[src/imh_pkg.sv]
// Package for the indexed max-heap core: types, codes and sizing constants.
// Depends on nothing.
`default_nettype none
package imh_pkg;
	localparam int unsigned CAPACITY_DEF = 4096;
	localparam int unsigned VERTICES     = 4096;
	localparam int unsigned VW           = 12;
	localparam int unsigned WW           = 32;
	localparam int unsigned CW           = 13;
	localparam int unsigned QDEPTH       = 2;

	typedef enum logic [1:0] {
		MODE_INSERT  = 2'd0,
		MODE_DELETE  = 2'd1,
		MODE_EXTRACT = 2'd2,
		MODE_NOP     = 2'd3
	} mode_t;

	typedef enum logic [2:0] {
		ST_OK      = 3'd0,
		ST_ABSENT  = 3'd1,
		ST_EMPTY   = 3'd2,
		ST_FULL    = 3'd3,
		ST_PRESENT = 3'd4
	} status_t;

	typedef struct packed {
		logic [1:0]    mode;
		logic [VW-1:0] vertex_id;
		logic [WW-1:0] item_weight;
	} cmd_t;

	typedef struct packed {
		logic [2:0]    status;
		logic [VW-1:0] out_vertex;
		logic [WW-1:0] out_weight;
		logic [CW-1:0] entry_count;
	} res_t;

	typedef enum logic [4:0] {
		S_IDLE, S_MAP_RD, S_MAP_WT, S_DISPATCH,
		S_INS_WR,
		S_DEL_RDL, S_DEL_WTL, S_DEL_WR,
		S_EXT_RD0, S_EXT_WT0, S_EXT_RDL, S_EXT_WTL,
		S_UP_RDP, S_UP_WTP, S_UP_SWAP,
		S_DN_RDL, S_DN_WTL, S_DN_RDR, S_DN_WTR, S_DN_SWAP,
		S_DN_SWAP2, S_UP_SWAP2,
		S_CLEAR, S_DONE
	} bstate_t;
endpackage
`default_nettype wire

[src/imh_front.sv]
// Front end: takes commands and queues them for the heap engine.
// Depends on imh_pkg.
`default_nettype none
module imh_front (
	input  wire logic          clk,
	input  wire logic          arst_n,
	input  wire logic          start,
	input  wire imh_pkg::cmd_t cmd,
	output logic               busy,
	input  wire logic          pop,
	output logic               q_valid,
	output imh_pkg::cmd_t      q_head
);
	imh_pkg::cmd_t q_mem_q [imh_pkg::QDEPTH];
	logic [1:0] cnt_q;
	logic       wr_q, rd_q;
	logic       push;

	assign busy    = (cnt_q == 2'(imh_pkg::QDEPTH));
	assign push    = start && !busy;
	assign q_valid = (cnt_q != 2'd0);
	assign q_head  = q_mem_q[rd_q];

	// Advance queue pointers and count
	always_ff @(posedge clk or negedge arst_n) begin
		if (!arst_n) begin
			cnt_q <= '0;
			wr_q  <= 1'b0;
			rd_q  <= 1'b0;
		end else begin
			if (push) wr_q <= ~wr_q;
			if (pop) rd_q <= ~rd_q;
			cnt_q <= cnt_q + 2'(push) - 2'(pop);
		end
	end

	// Hold payload in the queue slots
	always_ff @(posedge clk) begin
		if (push) q_mem_q[wr_q] <= cmd;
	end
endmodule
`default_nettype wire

[config.mk]
export PLATFORM = sky130hd
export DESIGN_NAME = imh_front
export DESIGN_NICKNAME = d
export VERILOG_FILES = /design/src/imh_pkg.sv /design/src/imh_front.sv
export SDC_FILE = /design/constraint.sdc
export NUM_CORES = 1
export LEC_CHECK = 0
export ABC_AREA = 1
export BUFFER_PORTS_ARGS = -buffer_cell sky130_fd_sc_hd__buf_4
export CAP_MARGIN = 20
export CORE_AREA = 2 2 93 95
export DETAILED_ROUTE_END_ITERATION = 8
export DIE_AREA = 0 0 95 97
export PLACE_DENSITY = 0.69
export SYNTH_ARGS = -nofsm -noshare
export SYNTH_HDL_FRONTEND = slang
export SYNTH_SLANG_ARGS = --single-unit
[constraint.sdc]
create_clock -name clk -period 3 [get_ports clk]
set_input_delay 0.9 -clock clk [delete_from_list [all_inputs] [get_ports clk]]
set_output_delay 0.9 -clock clk [all_outputs]
set_load 0.03 [all_outputs]
==> results of run 1 <==
-- final cells by class --
cell class                      count  area [µm²]  area share
Sequential cell                    96        2860       0.617
Timing Repair Buffer              101         783       0.169
Multi-Input combinational cell    108         495       0.107
Inverter                           54         203      0.0437
Tap cell                          105         131      0.0283
Clock buffer                        9         124      0.0267
Clock inverter                      7        38.8     0.00836
-- power breakdown --
part | switching (mW) | internal, mW | total [mW]
combinational | 1.33 | 0.675 | 2.00
sequential | 0.130 | 1.83 | 1.96
clock | 0.407 | 0.293 | 0.700
-- final timing paths --
check | end | slack [ps] | cells past startpoint
min in group clk | wr_q | 490 | 2
min | rd_q | 340 | 1
min reg2reg | wr_q | 490 | 2
max in group asynchronous | rd_q | 2550 | 1
max | q_head[45] | 370 | 4
max reg2reg | q_mem_q[0][10] | 1430 | 4
-- flip-flops by register name, indices dropped and copies added, names as in the netlist --
name	cells
cnt_q	2
q_mem_q	92
rd_q	1
wr_q	1
-- synthesized netlist by cell type, drive strengths merged --
cell	n
o21ai	46
buf	8
clkbuf	2
xor2	1
nand2	56
nand3	2
ha	2
nor2	1
inv	54
dfrtp	4
edfxtp	92
-- stage by stage --
| stage | instance area [µm²] | worst slack, ps | hold slack (ps) | power [mW] | utilization |
|---|---|---|---|---|---|
| 3_3_place_gp | 4480 | 724 | 454 | 3.99 | 0.550 |
| 4_1_cts | 4640 | 324 | 322 | 4.72 | 0.570 |
| 2_1_floorplan | 3650 | 399 | 442 | 3.30 | - |
| 3_5_place_dp | 4480 | 712 | 479 | 4.02 | 0.550 |
| 6_report | 4640 | 367 | 343 | 4.66 | 0.570 |
| 5_1_grt | 4640 | 179 | 326 | 4.93 | 0.570 |
-- layer usage --
metal,part of all wire,routed length (µm)
met4,0.017,104
met5,0,0
met3,0.073,439
met1,0.44,2620
met2,0.47,2860
-- logic make-up after synthesis --
logic type / after synthesis / share of synthesized area
simple gates: 59 / 0.0615
xor+xnor: 1 / 0.00240
compound gates: 46 / 0.0632
flops: 96 / 0.786
fa+ha+maj: 2 / 0.00687
buf+inv: 64 / 0.0804
-- critical path, cell delays in order, from the launching register on --
cell	delay, ps
dfrtp_2	710
buf_12	310
nand2_1	90
o21ai_0	90
buf_4	180
==> summary.md, run 1 <==
| Metric | Value |
|---|---|
| Outcome | `finished clean` |
| Setup CP Type | `flop to output pin` |
| Syn Nets | `320` |
| Worst rel slew slack | `0.646` |
| GPL Wtd Cong | `0.700` |
| Final hold viol count | `0` |
| Via count | `2,134` |
| H-Tree Level Count | `3` |
| Critical path data required time | `2100 ps` |
| CTS tree | `built` |
| Ys Warns | `0` |
| Critical path origin | `rd_q` |
| Yosys reg bits | `96` |
| CTS Root Cell | `clkbuf_8` |
| Pins Over Slew Limit | `0` |
| Post-route DRC | `0` |
| Met1 GRT Util | `0.172` |
| Routed WL per cell | `12.6 µm` |
| # fillers | `658` |
| Peak VDD IR | `0.535 mV` |
| Vias in the first global route | `1,991` |
| GRT Residual Overflow | `0` |
| Synth Cell Area | `0.00364 mm²` |
| Cell variety after synth | `13` |
| Met2 usage | `0.215` |
| DP Wirelength | `4090 µm` |
| Max Cap Viol | `0` |
| Synth Instances | `268` |
| Pin count of the biggest net entering global routing | `61` |
| Via-per-instance ratio | `4.45` |
| Post-CTS Setup Inserts | `0` |
| Core Box Area | `0.00813 mm²` |
| Final Non-Filler Cells | `480` |
| Worst-path clk slew | `80 ps` |
| GR peak layer | `met2` |
| Final setup viols | `0` |
| GR Util met3 | `0.0358` |
| Crit Path Max Fanout | `60` |
| Initial Util | `0.448` |
| Lkg Pwr | `1.99 nW` |
| Post-Route Skew | `11.4 ps` |
| Final worst-path cycle share | `0.878` |
| Share of cells above drive strength 1 | `0.315` |
| Min-delay worst type | `input pin to asynchronous set/reset pin` |
| Io pins | `98` |
| Total negative slack | `0 ps` |
| CP arrival | `1730 ps` |
| Top cell type's share of synthesized area | `0.758` |
| Syn_area_per_cell | `13.6 µm²` |
| Biggest area consumer among synthesized cells | `edfxtp_1` |
| Most common cell after layout, fill and taps aside | `buf_4` |
| Final nets | `422` |
| Post-route ant nets | `0` |
| DRC violation total after the first TritonRoute iteration | `82` |
| Sequential area share after synthesis | `0.786` |
| First-pass GRT wire length | `9400 µm` |
| Drt pass-1 iters | `4` |
| Ant diodes | `0` |
| Pwr per Cell Area | `1000 mW/mm²` |
| Cell Count Post-Placement | `464` |
| CTS-repair resized insts | `0` |
| Initial antenna violation count | `0` |
| # rows | `33` |
| GR Util All Layers | `0.135` |
| Most frequent cells in the layout | `buf_4, edfxtp_1, nand2_1, inv_1, o21ai_1` |
| Die area | `0.00922 mm²` |
| Clock buffer depth | `2` |
| Pin slew with the least headroom to its limit | `532 ps` |
| Number of port buffers | `97` |
| WL final | `6020 µm` |
| Fmax | `380 MHz` |
| Chip Height | `97 µm` |
| Hold_buf cts | `0` |
| Clk Latency, worst-skew pair | `350 ps` |
| Largest cells by area after synthesis | `edfxtp_1, nand2_1, inv_1, o21ai_1, o21ai_0` |
| Worst R2R Start | `cnt_q[1]` |
| Crit end category | `output pin` |
| Area Growth Syn to Fin | `27.3%` |
| CP Launch Type | `flop` |
| Fin crit period | `2630 ps` |
| Die width | `95 µm` |
| # clock sinks | `96` |
| Unrepaired setup endpoints after global routing | `no` |
| CTS Buf Count | `9` |
Power figures use the tool's default switching activity.
==> run 2, diff against run 1 <==
SETUP_SLACK_MARGIN = 0.4   (was default)
clock period = 2.2 ns   (was 3 ns; I/O delays follow)
==> summary.md, run 2 (synthesis results as in run 1) <==
| Metric | Value |
|---|---|
| CP arrival | `1440 ps` |
| CTS Root Cell | `clkbuf_8` |
| Reg2Reg Depth | `4` |
| Initial antenna violation count | `0` |
| Final hold viol count | `0` |
| Post-route ant nets | `0` |
| Most common cell after layout, fill and taps aside | `buf_4` |
| CP Launch Type | `flop` |
| Total negative slack | `0 ps` |
| Core Box Area | `0.00813 mm²` |
| Pins Over Slew Limit | `0` |
| WL final | `6300 µm` |
| Biggest regs | `q_mem_q x92, cnt_q x2` |
| H-Tree Level Count | `3` |
| Min-delay worst type | `input pin to asynchronous set/reset pin` |
| Pin count of the biggest net entering global routing | `35` |
| First-pass GRT wire length | `9950 µm` |
| Uppermost layer routed | `met4` |
| Die width | `95 µm` |
| Fmax | `476 MHz` |
| # fillers | `635` |
| Clock Power Share | `0.143` |
| Register area | `0.00287 mm²` |
| Die area | `0.00922 mm²` |
| Pwr per Cell Area | `1400 mW/mm²` |
| Final setup viols | `0` |
| Vias in the first global route | `2,137` |
| Routed met1 length | `2730 µm` |
| Total power | `6.91 mW` |
| Clk Latency, worst-skew pair | `350 ps` |
| R2R setup slack | `840 ps` |
| Largest Register | `q_mem_q` |
| # rows | `33` |
| Number of flip-flops in the largest register | `92` |
| GRT Residual Overflow | `0` |
| P_int | `4.12 mW` |
| Final worst-path cycle share | `0.956` |
| Crit Path Max Fanout | `34` |
| Area Growth Syn to Fin | `35.1%` |
| Ant diodes | `0` |
| Worst R2R Start | `cnt_q[1]` |
| Setup CP Type | `flop to output pin` |
| Unrepaired setup endpoints after global routing | `yes` |
| Max Cap Viol | `0` |
| GR Util All Layers | `0.143` |
| Sw frac | `0.404` |
| Reg2reg end | `q_mem_q[0][33]` |
| Number of port buffers | `97` |
| CTS tree | `built` |
| Crit end category | `output pin` |
| # clock sinks | `96` |
| Flop pwr share | `0.380` |
| DRC violation total after the first TritonRoute iteration | `93` |
| Worst rel slew slack | `0.839` |
| Final nets | `430` |
| Via-per-instance ratio | `4.56` |
| Drt pass-1 iters | `4` |
| Peak VDD IR | `0.824 mV` |
| Pin slew with the least headroom to its limit | `239 ps` |
| Clock buffer depth | `2` |
| Post-Route Skew | `7.88 ps` |
| GPL Wtd Cong | `0.715` |
| Via count | `2,224` |
| Multi-input gate area in the final layout | `639 µm²` |
| Outcome | `finished clean` |
| Met3 wire len | `515 µm` |
| CTS Buf Count | `9` |
| DP Wirelength | `4220 µm` |
| Routed WL per cell | `12.9 µm` |
| Worst-path clk slew | `80 ps` |
| Sw Pwr | `2.79 mW` |
| Fin crit period | `2100 ps` |
| Post-route DRC | `0` |
| Finished layout cell area | `0.00492 mm²` |
| Comb pwr share | `0.477` |
| Share of cells above drive strength 1 | `0.423` |
| Io pins | `98` |
| Met2 wire length | `3000 µm` |
| Most frequent cells in the layout | `buf_4, edfxtp_1, nand2_1, inv_1, o21ai_2` |
| Hold_buf cts | `0` |
| Critical path data required time | `1540 ps` |
| Initial Util | `0.448` |
| Chip Height | `97 µm` |
| Lkg Pwr | `2.09 nW` |
| DP Area | `0.00461 mm²` |
==> run 2: changes by cell type in the layout (fill, tap and decap cells not counted), sizes merged <==
cell      change
buf           +8
clkinv        -2
clkinvlp      +2
==> run 2: power by group through the flow <==
| stage | clock network (mW) | registers, mW | logic, mW |
|---|---|---|---|
| floorplan | 0 | 2.61 | 2.05 |
| global placement | 0 | 2.65 | 3.02 |
| detailed placement | 0 | 2.67 | 3.05 |
| CTS | 1.03 | 2.62 | 3.24 |
| global route | 1.10 | 2.67 | 3.53 |
| finish | 0.990 | 2.63 | 3.29 |
==> run 2: per-layer routing <==
metal	global-route usage	up-vias
met5	0	-
met4	0.0435	0
met3	0.0623	4
met2	0.224	77
met1	0.180	1028
li1	-	1115
==> run 2: per-stage QoR <==
stage          hold slack (ps)  std cells  worst slack (ps)   util
2_1_floorplan              364        268               283      -
3_3_place_gp               453        467               303  0.567
3_5_place_dp               461        467               292  0.567
4_1_cts                   73.0        487              64.0  0.599
5_1_grt                   64.0        488              28.1  0.605
6_report                  96.3        488              97.4  0.605
==> run 2: worst max-delay path by stage <==
| stage | start | end | slack (ps) | depth (start not counted) |
|---|---|---|---|---|
| after global placement | rd_q | q_head[16] | 300 | 3 |
| after detailed placement | rd_q | q_head[16] | 290 | 3 |
| after floorplan | rd_q | q_head[10] | 280 | 2 |
| after CTS | rd_q | q_head[14] | 60 | 3 |
| after global routing | rd_q | q_head[13] | 30 | 3 |
| final | rd_q | q_head[3] | 100 | 3 |
==> run 2: worst max-delay path, stage by stage (launching register included) <==
cell and delay (ps):
dfrtp_4 540, buf_12 190, o21ai_0 170, buf_4 190
==> run 2: repair_timing <==
item,4_1_cts,5_1_grt
resized for setup,26,17
endpoints found under the setup margin,47,48
pin swaps,1,1
setup buffers,4,1
==> run 2: area by class of cell <==
| cell class | instances | share of cell area |
|---|---|---|
| Sequential cell | 96 | 0.583 |
| Timing Repair Buffer | 109 | 0.184 |
| Multi-Input combinational cell | 108 | 0.130 |
| Inverter | 54 | 0.0420 |
| Tap cell | 105 | 0.0267 |
| Clock buffer | 9 | 0.0252 |
| Clock inverter | 7 | 0.00966 |
==> run 3, diff against run 2 <==
BUFFER_PORTS_ARGS = -buffer_cell sky130_fd_sc_hd__buf_2   (was -buffer_cell sky130_fd_sc_hd__buf_4)
CORE_AREA = 2 2 67 133   (was 2 2 93 95)
DIE_AREA = 0 0 69 135   (was 0 0 95 97)
PLACE_DENSITY = 0.68   (was 0.69)
==> summary.md, run 3 (synthesis results as in run 1) <==
| Metric | Value |
|---|---|
| Clk Latency, worst-skew pair | `330 ps` |
| R2R setup slack | `720 ps` |
| DP Wirelength | `4720 µm` |
| Worst rel slew slack | `0.742` |
| Pin slew with the least headroom to its limit | `386 ps` |
| Post-route DRC | `0` |
| Biggest regs | `q_mem_q x92, cnt_q x2` |
| Clock buffer depth | `2` |
| Total negative slack | `0 ps` |
| Post-route ant nets | `0` |
| Initial Util | `0.443` |
| Worst-path clk slew | `60 ps` |
| Post-Route Skew | `4.25 ps` |
| Min-delay worst type | `input pin to asynchronous set/reset pin` |
| GRT Residual Overflow | `0` |
| H-Tree Level Count | `3` |
| Vias in the first global route | `2,371` |
| Reg2reg end | `q_mem_q[1][33]` |
| Routed WL per cell | `14.6 µm` |
| Via count | `2,309` |
| First-pass GRT wire length | `11,000 µm` |
| GR Util All Layers | `0.156` |
| Final worst-path cycle share | `0.940` |
| Chip Height | `135 µm` |
| Setup CP Type | `flop to output pin` |
| Outcome | `finished clean` |
| Max Cap Viol | `0` |
| # clock sinks | `96` |
| Area Growth Syn to Fin | `37.0%` |
| Number of port buffers | `97` |
| Crit Path Max Fanout | `30` |
| Most common cell after layout, fill and taps aside | `edfxtp_1` |
| Peak VDD IR | `0.999 mV` |
| Total power | `7.63 mW` |
| # rows | `47` |
| Die area | `0.00932 mm²` |
| CP Launch Type | `flop` |
| Reg2Reg Depth | `4` |
| Lkg Pwr | `2.12 nW` |
| Number of flip-flops in the largest register | `92` |
| Final hold viol count | `0` |
| Io pins | `98` |
| Share of cells above drive strength 1 | `0.418` |
| CTS Buf Count | `9` |
| Fin crit period | `2070 ps` |
| Final setup viols | `0` |
| Largest Register | `q_mem_q` |
| Initial antenna violation count | `1` |
| CTS tree | `built` |
| Pwr per Cell Area | `1530 mW/mm²` |
| Pins Over Slew Limit | `0` |
| Die width | `69 µm` |
| Worst R2R Start | `cnt_q[1]` |
| Via-per-instance ratio | `4.82` |
| Unrepaired setup endpoints after global routing | `yes` |
| CTS Root Cell | `clkbuf_16` |
| GPL Wtd Cong | `0.732` |
| Crit end category | `output pin` |
| CP arrival | `1410 ps` |
| Hold_buf cts | `0` |
| Core Box Area | `0.00823 mm²` |
| Drt pass-1 iters | `4` |
| Most frequent cells in the layout | `edfxtp_1, nand2_1, inv_1, buf_2, buf_4` |
| Critical path data required time | `1540 ps` |
| Final nets | `428` |
| DRC violation total after the first TritonRoute iteration | `141` |
| WL final | `6970 µm` |
| Pin count of the biggest net entering global routing | `31` |
| Fmax | `483 MHz` |
[run 3: changes by cell type in the layout (fill, tap and decap cells not counted), sizes merged, moves of 2 or more]
cell,delta
bufinv,+2
buf,-3
clkinvlp,-2
clkbuf,+2
[run 3: worst max path at each step]
stage                     startpoint    endpoint  slack (ps)  cells after the start
after floorplan                 rd_q  q_head[10]         280                      2
after CTS                       rd_q  q_head[41]         120                      4
after global placement          rd_q  q_head[16]         350                      3
after global routing            rd_q  q_head[41]          90                      3
final                           rd_q  q_head[19]         130                      3
after detailed placement        rd_q  q_head[15]         320                      3
[run 3: what timing repair did]
action / CTS / global route
gates resized for setup: 72 / 50
setup endpoints to repair: 47 / 48
buffers inserted: 0 / 2
gates cloned: 0 / 0
pin swaps: 0 / 1
[run 3: report_power, final]
group	switching [mW]	total [mW]	leakage, nW	internal, mW
Combinational	2.16	3.44	1.07	1.28
Clock	0.577	1.56	0.147	0.979
Sequential	0.132	2.63	0.901	2.50
[run 3: final cells by class]
type                    count  area [µm²]
diodes                      1        2.50
clock buffers              10         229
clock inverters             5        72.6
fillers                   672        3240
inverters                  54         206
multi-input cells         108         669
flip-flops and latches     96        2870
well taps                  98         123
repair buffers            107         822
[run 3: metrics by stage]
stage	utilization	setup slack, ps	hold WS (ps)	cells	instance area [µm²]
after floorplan	-	283	364	268	3750
after detailed placement	0.531	320	471	461	4370
after global placement	0.531	345	458	461	4370
final	0.606	131	128	479	4990
after CTS	0.589	119	115	476	4850
after global routing	0.606	87.1	115	479	4990
[run 3: metal layers]
metal,share of wire,track usage,up-vias
met2,0.58,0.292,71
met5,0,0,-
met3,0.050,0.0418,17
li1,-,-,1122
met4,0.033,0.101,0
met1,0.33,0.144,1099
[run 3: worst max-delay path, stage by stage, from the launching register on]
cell and delay (ps):
dfrtp_4 530, buf_12 190, o21ai_1 170, buf_4 180
